--- src/rtl/gbsv_pkg.sv ---
// Package for gene_bits_to_scaled_value: status codes, widths and the divider
// stage record. No dependencies.
package gbsv_pkg;

  localparam int MAX_GENE_BITS = 32;
  localparam int DIV_STAGES    = 32;

  localparam logic [1:0] ST_OK        = 2'd0;
  localparam logic [1:0] ST_BAD_RANGE = 2'd1;
  localparam logic [1:0] ST_BAD_COUNT = 2'd2;

  typedef struct packed {
    logic [1:0]  status;
    logic [31:0] lo;
    logic [31:0] m;
    logic [31:0] rem;
    logic [31:0] dvd;
    logic [31:0] q;
  } div_t;

  function automatic logic [31:0] gray_dec(input logic [31:0] g);
    logic [31:0] b;
    b = g;
    for (int k = 0; k < 5; k++) begin
      b = b ^ (b >> (1 << k));
    end
    return b;
  endfunction

endpackage

--- src/rtl/gbsv_div_stage.sv ---
// One restoring-division stage: one quotient bit per stage.
// Depends on gbsv_pkg.
module gbsv_div_stage (
  input  logic           clk,
  input  logic           rst_n,
  input  logic           en,
  input  logic           in_valid,
  input  gbsv_pkg::div_t in_d,
  output logic           out_valid,
  output gbsv_pkg::div_t out_d
);

  logic           valid_r;
  gbsv_pkg::div_t d_r;
  logic [32:0]    t, sub;
  logic           qbit;

  always_comb begin
    t    = {in_d.rem, in_d.dvd[31]};
    sub  = t - {1'b0, in_d.m};
    qbit = (t >= {1'b0, in_d.m});
  end

  always_ff @(posedge clk) begin
    if (!rst_n) begin
      valid_r <= 1'b0;
    end else if (en) begin
      valid_r <= in_valid;
    end
    if (en) begin
      d_r.status <= in_d.status;
      d_r.lo     <= in_d.lo;
      d_r.m      <= in_d.m;
      d_r.rem    <= qbit ? sub[31:0] : t[31:0];
      d_r.dvd    <= {in_d.dvd[30:0], 1'b0};
      d_r.q      <= {in_d.q[30:0], qbit};
    end
  end

  assign out_valid = valid_r;
  assign out_d     = d_r;

endmodule

--- config.mk ---
export PLATFORM = sky130hd
export DESIGN_NAME = gbsv_div_stage
export DESIGN_NICKNAME = d
export VERILOG_FILES = /design/src/rtl/gbsv_pkg.sv /design/src/rtl/gbsv_div_stage.sv
export SDC_FILE = /design/constraint.sdc
export NUM_CORES = 1
export LEC_CHECK = 0
export BUFFER_PORTS_ARGS = -buffer_cell sky130_fd_sc_hd__buf_2
export CAP_MARGIN = 10
export CELL_PAD_IN_SITES_DETAIL_PLACEMENT = 0
export CELL_PAD_IN_SITES_GLOBAL_PLACEMENT = 2
export CORE_UTILIZATION = 29
export DETAILED_ROUTE_END_ITERATION = 16
export GPL_TIMING_DRIVEN = 0
export PLACE_DENSITY_LB_ADDON = 0.1
export SETUP_SLACK_MARGIN = 0.3
export SLEW_MARGIN = 5
export SYNTH_ARGS = -nofsm -noshare
export SYNTH_HDL_FRONTEND = slang
export SYNTH_SLANG_ARGS = --single-unit
--- constraint.sdc ---
create_clock -name clk -period 4 [get_ports clk]
set_input_delay 0.6 -clock clk [delete_from_list [all_inputs] [get_ports clk]]
set_output_delay 0.6 -clock clk [all_outputs]
set_load 0.02 [all_outputs]
==> run_results.csv, run 1 <==
group,metric,value,unit
cells_and_area,nNetsFinal,1057,
critical_path,startpoint,"in_d[108]",
cells_and_area,layout_common_cells,"buf_2 (333), edfxtp_1 (161), a21oi_1 (56), inv_1 (38), nor2_1 (35)",
logic_synthesis,synth_fp_nets,710,
logic_synthesis,synth_edf_count,161,
floorplanning,core,23800,um^2
routing,wl_met3,1820,um
power_and_ir_drop,power.total,4.83,mW
logic_synthesis,syn_inst,511,
sta,finalClockSkew,0,ns
critical_path,required,4.17,ns
routing,vias,5406,
critical_path,worstPathMaxFanout,10,
critical_path,arrival,3.59,ns
worst_hold_path,hold_path_class,"in -> reg",
grt,grt_antenna_before_repair,6,
clock_tree,cts-root-buf,"clkbuf_16",
placed_design,portBuffers,326,
cells_and_area,multi_input_area,2010,um^2
routing,top_layer,"met5",
routing,viasPerCell,4.53,
cells_and_area,seq_area,4850,um^2
routing,drt_pre_antenna_iters,4,
critical_path,start_kind,"input pin",
grt,grt_pass1_vias,5299,
power_and_ir_drop,leakage,4.31,nW
worst_hold_path,min_from,"in_d[11]",
critical_path,crit_family,"compound AO/OA/AOI/OAI gates",
floorplanning,num_rows,56,
grt,grt_pass1_wl,31100,um
cells_and_area,drive_gt1_share,44.1,%
clock_tree,h-tree-depth,4,
sta,tightest_slew,0.622,ns
logic_synthesis,async_reset_ff_share,0,%
floorplanning,dieHeight,158,um
sta,timing.final.crit_share,85.6,%
routing,met1_length,8920,um
critical_path,r2r_start,"out_valid",
grt,grt_start_max_net_pins,116,
sta,fin_setup_tns,0,ns
logic_synthesis,synth_area,7090,um^2
clock_tree,cts_hold_buf,0,
routing,wl,21900,um
grt,grt-ovfl-total,0,
logic_synthesis,postSynthAreaPerCell,13.9,um^2
sta,relSlewSlack,58.5,%
clock_tree,cts_tree,"yes",
logic_synthesis,ys_ff_latch,162,
sta,finalCriticalPeriod,3.42,ns
critical_path,worstSetupPathType,"in -> reg",
run_status,status,"finished clean",
cells_and_area,nFillCells,2304,
power_and_ir_drop,p_per_area,491,nW/um^2
critical_path,path_cells,"buf_2 -> inv_1 -> ha_1 -> clkbuf_1 -> nand4_1 -> or4_1 -> a21oi_1 -> nor3_1 -> a211oi_2 -> o21ai_2 -> o31ai_4 -> buf_4 -> mux2_1",
routing,drtIter0Drc,196,
routing,dr_wl_met2,10700,um
cells_and_area,mostFrequentLayoutCell,"buf_2",
clock_tree,clock_sinks,162,
cells_and_area,syn2layout_area_growth,38.7,%
critical_path,cp_slowest_cell,"or4_1",
critical_path,worst-path-buf-inv,4,
floorplanning,die_x,158,um
logic_synthesis,ys_types,50,
critical_path,cp_num_cells,13,
clock_tree,clk_pin_slew,0.07,ns
logic_synthesis,ys_seq_area_share,68.5,%
placed_design,hpwl,16900,um
clock_tree,cts_buffer_depth,2,
sta,finalMaxSlewViolations,0,
routing,wl_per_cell,18.3,um
critical_path,max_stage_delay,0.44,ns
routing,detail-route-antenna-nets,0,
sta,hold_viol,0,
clock_tree,cts_buffers,17,
power_and_ir_drop,vdd_drop_max,0.257,mV
critical_path,end_kind,"register",
job,drv_cap,0,
sta,max_freq,0.292,GHz
critical_path,r2r_slack,3.41,ns
sta,rsz0062_at_grt,"false",
sta,setup_violations,0,
critical_path,worstReg2RegEnd,"out_valid",
routing,drc,0,
critical_path,critPathCapture,"out_d[77]",
logic_synthesis,ys_warn_count,0,
logic_synthesis,synthFlopType,"edfxtp_1",
floorplanning,design.die.area,25100,um^2
floorplanning,start_util,29.9,%
clock_tree,insertion_delay,0.43,ns
placed_design,gp_congestion,0.833,
critical_path,reg2regPathDepth,2,
grt,grt_usage,16.9,%
floorplanning,io_pins,329,
cell usage after synthesis, drive strengths merged, types with 10 or more instances:
master | number | share of area [%]
edfxtp | 161 | 68
a21oi | 56 | 4.0
inv | 38 | 2.0
nor2 | 35 | 1.9
ha | 32 | 5.6
nand2 | 26 | 1.4
o21ai | 18 | 1.3
xnor2 | 15 | 1.9
a21o | 12 | 1.3
buf | 12 | 0.99
xor2 | 12 | 1.5
mux2 | 10 | 1.6
cells by family (layout without fill, tap and decap cells):
family	Yosys count	count (layout)	synth area share, %
multiplexers	12	12	1.87
AO/OA/AOI/OAI	119	119	10.3
buffers and inverters	57	416	3.39
AND/OR/NAND/NOR	100	100	6.65
XOR/XNOR	27	27	3.33
adder cells (fa/ha/maj)	33	33	5.93
flip-flops	162	162	68.5
other	1	5	0.0529
cell type report:
class / instances / area share, %
inverters: 38 / 1.45
clock buffers: 17 / 4.33
well taps: 319 / 4.06
plain buffers: 19 / 0.992
repair buffers: 328 / 17.0
diodes: 4 / 0.102
flip-flops and latches: 162 / 49.4
multi-input cells: 292 / 20.4
clock inverters: 14 / 2.21
registers in the layout, indices dropped and copies added, names as in the netlist:
register	flops
out_valid	1
out_d	161
repair_timing:
item                       CTS  global route
hold endpoints to repair     0             0
setup endpoints to repair   23             1
pin swaps                    1             0
resized for setup            0             2
buffers inserted             1             0
gates cloned                 0             0
power by group:
group | switching (mW) | internal (mW)
registers | 0.0352 | 2.06
logic | 0.582 | 0.330
clock network | 0.759 | 1.07
layer usage:
layer	up-vias	track usage [%]
li1	2609	-
met1	2541	19.6
met4	8	6.41
met5	-	0
met3	30	5.42
met2	218	29.0
how the worst min path moves through the flow:
stage	slack (ns)	depth (start not counted)	endpoint
3_5_place_dp	0.51	2	out_valid
4_1_cts	0.32	1	out_d[35]
2_1_floorplan	0.59	2	out_valid
3_3_place_gp	0.50	2	out_valid
5_1_grt	0.32	1	out_d[28]
6_report	0.34	1	out_d[12]
metrics by stage:
stage | hold slack (ns) | worst slack [ns] | instances | area (um^2) | util, %
finish | 0.339 | 0.576 | 1193 | 9830 | 41.4
global route | 0.322 | 0.336 | 1189 | 9820 | 41.4
CTS | 0.322 | 0.425 | 1189 | 9810 | 41.3
detailed placement | 0.511 | -0.294 | 1157 | 9160 | 38.6
global placement | 0.505 | -0.248 | 1156 | 9120 | 38.4
floorplan | 0.589 | 0.629 | 511 | 7090 | -
Note: power is estimated with default switching activity, not from simulation.
==> run 2, diff against run 1 <==
--- a/config.mk
+++ b/config.mk
@@ -5,11 +5,12 @@
 export SDC_FILE = /design/constraint.sdc
 export NUM_CORES = 1
 export LEC_CHECK = 0
+export ABC_AREA = 1
 export BUFFER_PORTS_ARGS = -buffer_cell sky130_fd_sc_hd__buf_2
 export CAP_MARGIN = 10
 export CELL_PAD_IN_SITES_DETAIL_PLACEMENT = 0
 export CELL_PAD_IN_SITES_GLOBAL_PLACEMENT = 2
-export CORE_UTILIZATION = 29
+export CORE_UTILIZATION = 28
 export DETAILED_ROUTE_END_ITERATION = 16
 export GPL_TIMING_DRIVEN = 0
 export PLACE_DENSITY_LB_ADDON = 0.1
==> run_results.csv, run 2 <==
group,metric,value,unit
run_status,status,"finished clean",
critical_path,worstSetupPathType,"in -> reg",
floorplanning,start_util,28.7,%
floorplanning,num_rows,61,
floorplanning,die_x,171,um
sta,relSlewSlack,59.2,%
power_and_ir_drop,p_per_area,442,nW/um^2
cells_and_area,drive_gt1_share,33.5,%
cells_and_area,seq_area,4850,um^2
sta,tightest_slew,0.612,ns
logic_synthesis,yosysTopAreaCell,"edfxtp_1",
routing,viasPerCell,4.13,
critical_path,worstPathMaxFanout,3,
logic_synthesis,ys_seq_area_share,60.4,%
power_and_ir_drop,power.total,4.77,mW
placed_design,hpwl,21300,um
placed_design,place_ws,1.21,ns
logic_synthesis,ys_warn_count,0,
placed_design,portBuffers,326,
routing,drc,0,
sta,hold_viol,0,
sta,finalClockSkew,0,ns
routing,vias,6424,
routing,detail-route-antenna-nets,0,
cells_and_area,syn2layout_area_growth,34.3,%
cells_and_area,largest_reg_flops,161,
floorplanning,design.die.area,29400,um^2
clock_tree,cts_buffer_depth,2,
sta,fin_ws,1.66,ns
logic_synthesis,yosys-top-cells-count,"nand2_1 (274), edfxtp_1 (161), inv_1 (151)",
sta,rsz0062_at_grt,"false",
power_and_ir_drop,vdd_drop_max,0.180,mV
clock_tree,clk_pin_slew,0.07,ns
logic_synthesis,yosysMostFrequentCell,"nand2_1",
routing,drtIter0Drc,336,
routing,wl_per_cell,16.9,um
cells_and_area,layout_common_cells,"buf_2 (332), nand2_1 (274), edfxtp_1 (161), inv_1 (151), nand3_1 (56)",
worst_hold_path,hold_path_class,"in -> reg",
power_and_ir_drop,leakage,5.38,nW
critical_path,required,4.18,ns
sta,timing.final.crit_share,58.5,%
clock_tree,cts_resized,0,
clock_tree,cts_buffers,17,
cells_and_area,mostFrequentLayoutCell,"buf_2",
sta,finalCriticalPeriod,2.34,ns
routing,drt_pre_antenna_iters,5,
grt,grt_pass1_vias,6275,
logic_synthesis,ys_types,29,
sta,fin_setup_tns,0,ns
cells_and_area,nNetsFinal,1359,
job,drv_cap,0,
logic_synthesis,synth_edf_count,161,
grt,grt_usage,17.7,%
logic_synthesis,synth_top_area_share,60.1,%
logic_synthesis,synth_fp_nets,1013,
logic_synthesis,ys_ff_latch,162,
logic_synthesis,postSynthAreaPerCell,9.88,um^2
clock_tree,cts_tree,"yes",
clock_tree,clock_sinks,162,
cells_and_area,nFillCells,2913,
clock_tree,cts_hold_buf,0,
sta,max_freq,0.427,GHz
grt,grt_start_max_net_pins,123,
critical_path,arrival,2.52,ns
clock_tree,h-tree-depth,4,
grt,grt_antenna_before_repair,5,
critical_path,end_kind,"register",
critical_path,start_kind,"input pin",
clock_tree,cts-root-buf,"clkbuf_16",
logic_synthesis,synth_area,8040,um^2
logic_synthesis,syn_inst,814,
logic_synthesis,async_reset_ff_share,0,%
logic_synthesis,synthFlopType,"edfxtp_1",
grt,grt_pass1_wl,37900,um
grt,grt-ovfl-total,0,
sta,setup_violations,0,
placed_design,gp_congestion,0.785,
floorplanning,dieHeight,171,um
floorplanning,io_pins,329,
floorplanning,core,28000,um^2
clock_tree,insertion_delay,0.42,ns
clock_tree,post-cts-setup-buffers,0,
routing,wl,26200,um
logic_synthesis,synthTopCellsByArea,"edfxtp_1 (60%), nand2_1 (13%), inv_1 (7.0%)",
cells_and_area,multi_input_area,2520,um^2
sta,finalMaxSlewViolations,0,
run 2: changes by cell type after synthesis, sizes merged, moves of 7 or more:
cell	previous run	this run
o21ai	18	3
xnor2	15	1
mux2	10	0
nor3	2	9
nand3	8	67
clkbuf	7	0
nand3b	1	11
inv	38	151
nand2	26	279
a21o	12	2
a21oi	56	22
run 2: cell type report:
type	count	area share, %
sequential	162	45.0
multi-input combinational	490	23.4
timing repair buffer	327	15.5
inverter	151	5.25
tap	378	4.38
clock buffer	17	3.94
clock inverter	15	1.67
buffer	11	0.869
antenna	3	0.0695
run 2: report_power, final:
group          internal [mW]  total, mW  switching [mW]
clock                  0.902       1.69           0.790
sequential              2.05       2.08          0.0321
combinational          0.329      0.993           0.665
run 2: path summary, 6_finish.rpt:
| path | endpoint | from | cells after the start | slack (ns) |
|---|---|---|---|---|
| min reg2reg | out_valid | out_valid | 2 | 0.55 |
| max | out_d[92] | in_d[63] | 14 | 1.66 |
| min | out_d[37] | in_d[36] | 1 | 0.34 |
| max reg2reg | out_valid | out_valid | 2 | 3.35 |
run 2: stage by stage:
stage          area (um^2)  std cells  hold WS [ns]  utilization [%]
2_1_floorplan         8040        814         0.606                -
3_3_place_gp         10100       1518         0.522             36.2
3_5_place_dp         10200       1519         0.519             36.4
4_1_cts              10800       1551         0.316             38.5
5_1_grt              10800       1552         0.312             38.5
6_report             10800       1554         0.343             38.5
run 2: cells by family (layout without fill, tap and decap cells):
logic type                 after synthesis  count (layout)  share of synthesized area [%]
xor gates and xnor gates                14              14                           1.53
AOI/OAI and AO/OA                       27              27                           1.74
DFF                                    162             162                           60.4
other                                    1               4                         0.0466
adders and majority gates               33              33                           5.23
buffers and inverters                  162             521                           8.22
and+or+nand+nor                        415             415                           22.9
run 2: critical path: stages:
cell     delay (ns)
buf_2          0.07
inv_1          0.05
ha_1           0.22
fa_1           0.41
inv_1          0.13
nand3_1        0.08
nand3_1        0.17
nand3_1        0.10
nand2_1        0.22
nand2_1        0.15
nand2_1        0.10
nand2_1        0.05
nand3_1        0.09
nand2_1        0.06
run 2: per-layer routing:
layer  GRT usage, %  up-vias  routed length (um)
li1               -     3324                   -
met1           21.6     2871               11300
met2           30.6      206               12900
met3           5.09       17                1760
met4           4.39        6                 255
met5              0        -                  37
==> run 3, diff against run 2 <==
==> constraint.sdc (replaced) <==
create_clock -name clk -period 2.2 [get_ports clk]
set_input_delay 0.33 -clock clk [delete_from_list [all_inputs] [get_ports clk]]
set_output_delay 0.33 -clock clk [all_outputs]
set_load 0.02 [all_outputs]
==> run_results.csv, run 3 (synthesis results as in run 2) <==
group,metric,value,unit
clock_tree,clock_sinks,162,
floorplanning,start_util,28.7,%
worst_hold_path,hold_path_class,"in -> reg",
routing,wl_per_cell,16.9,um
clock_tree,cts_buffer_depth,2,
routing,vias,6504,
cells_and_area,layout_common_cells,"buf_2 (326), nand2_1 (248), edfxtp_1 (161), inv_1 (149), nand3_1 (53)",
critical_path,worstSetupPathType,"in -> reg",
critical_path,end_kind,"register",
cells_and_area,nNetsFinal,1366,
sta,timing.final.crit_share,81.7,%
grt,grt_usage,17.4,%
placed_design,place_ws,-0.334,ns
floorplanning,design.die.area,29400,um^2
critical_path,worstPathMaxFanout,7,
routing,drt_pre_antenna_iters,4,
critical_path,required,2.39,ns
power_and_ir_drop,leakage,5.48,nW
grt,grt_start_max_net_pins,120,
routing,drc,0,
routing,wl,26300,um
clock_tree,h-tree-depth,4,
routing,viasPerCell,4.17,
placed_design,gp_congestion,0.777,
sta,fin_ws,0.404,ns
clock_tree,cts_hold_buf,0,
floorplanning,die_x,171,um
cells_and_area,seq_area,4850,um^2
sta,max_freq,0.557,GHz
cells_and_area,drive_gt1_share,39.7,%
cells_and_area,final_area,11300,um^2
sta,hold_viol,0,
grt,grt_antenna_before_repair,3,
floorplanning,dieHeight,171,um
floorplanning,num_rows,61,
sta,finalCriticalPeriod,1.80,ns
sta,tightest_slew,0.666,ns
job,drv_cap,0,
routing,drtIter0Drc,326,
placed_design,placed_cell_area,10200,um^2
critical_path,start_kind,"input pin",
clock_tree,insertion_delay,0.43,ns
sta,setup_violations,0,
sta,relSlewSlack,55.6,%
clock_tree,clk_pin_slew,0.07,ns
floorplanning,core,28000,um^2
sta,finalMaxSlewViolations,0,
cells_and_area,multi_input_area,2910,um^2
floorplanning,io_pins,329,
cells_and_area,num_antenna_cells,0,
clock_tree,cts_tree,"yes",
critical_path,arrival,1.98,ns
sta,finalClockSkew,0,ns
cells_and_area,final_util,40.4,%
power_and_ir_drop,vdd_drop_max,0.440,mV
power_and_ir_drop,p_per_area,795,nW/um^2
cells_and_area,largest_reg_flops,161,
placed_design,portBuffers,326,
routing,detail-route-antenna-nets,0,
grt,grt_pass1_wl,37000,um
grt,grt_pass1_vias,6090,
clock_tree,cts_buffers,17,
cells_and_area,syn2layout_area_growth,40.6,%
run_status,status,"finished clean",
grt,grt-ovfl-total,0,
cells_and_area,mostFrequentLayoutCell,"buf_2",
sta,rsz0062_at_grt,"true",
cells_and_area,nFillCells,2870,
clock_tree,cts-root-buf,"clkbuf_16",
placed_design,hpwl,20900,um
run 3: changes by cell type in the layout (fill, tap and decap cells not counted), sizes merged:
cell / delta
clkbuf: +4
diode: -3
bufinv: +2
clkinv: +1
inv: -4
buf: +4
run 3: worst max-delay path: stages:
cell	delay, ns
buf_2	0.10
inv_1	0.05
ha_2	0.30
nand2_2	0.12
inv_1	0.06
nand2_1	0.06
nand2_1	0.06
inv_1	0.10
nand3_4	0.11
nand2_4	0.08
nand2_2	0.06
nand2_4	0.11
nand2_8	0.11
buf_12	0.17
nand3_2	0.08
nand2_1	0.06
run 3: per-layer routing:
layer	up-vias	wire length [um]	part of all wire, %	track usage (%)
li1	3327	-	-	-
met1	2946	11500	44	21.7
met2	207	12900	49	29.9
met3	18	1570	6.0	4.16
met4	6	218	0.83	4.43
met5	-	44	0.17	0
run 3: worst paths after layout:
check,slack [ns],cells after the start,end,from
min reg2reg,0.55,2,out_valid,out_valid
max reg2reg,1.55,2,out_valid,out_valid
min,0.07,1,out_d[4],in_d[3]
max,0.40,16,out_d[87],in_d[104]
run 3: timing repair:
| item | CTS | global route |
|---|---|---|
| gates resized for setup | 10 | 90 |
| pin swaps | 0 | 10 |
| endpoints found under the setup margin | 30 | 30 |
| gates cloned | 0 | 2 |
| setup buffers | 0 | 5 |
run 3: area by class of cell:
cell class                      instances  share of cell area, %
Buffer                                 11                  0.996
Clock buffer                           18                   3.80
Clock inverter                         14                   1.74
Inverter                              151                   5.01
Multi-Input combinational cell        490                   25.8
Sequential cell                       162                   42.9
Tap cell                              378                   4.18
Timing Repair Buffer                  334                   15.5
run 3: power breakdown:
group | leakage (nW) | internal (mW) | switching, mW
Sequential | 1.58 | 3.73 | 0.0583
Combinational | 3.60 | 0.690 | 1.27
Clock | 0.299 | 1.83 | 1.41
run 3: through the flow:
step	TNS, ns	power [mW]	cells	hold WS (ns)
2_1_floorplan	0	4.93	814	0.423
3_3_place_gp	-218.99	5.70	1518	0.506
3_5_place_dp	-9.64	5.70	1519	0.508
4_1_cts	0	8.98	1551	0.0476
5_1_grt	0	9.40	1558	0.0443
6_report	0	8.98	1558	0.0688
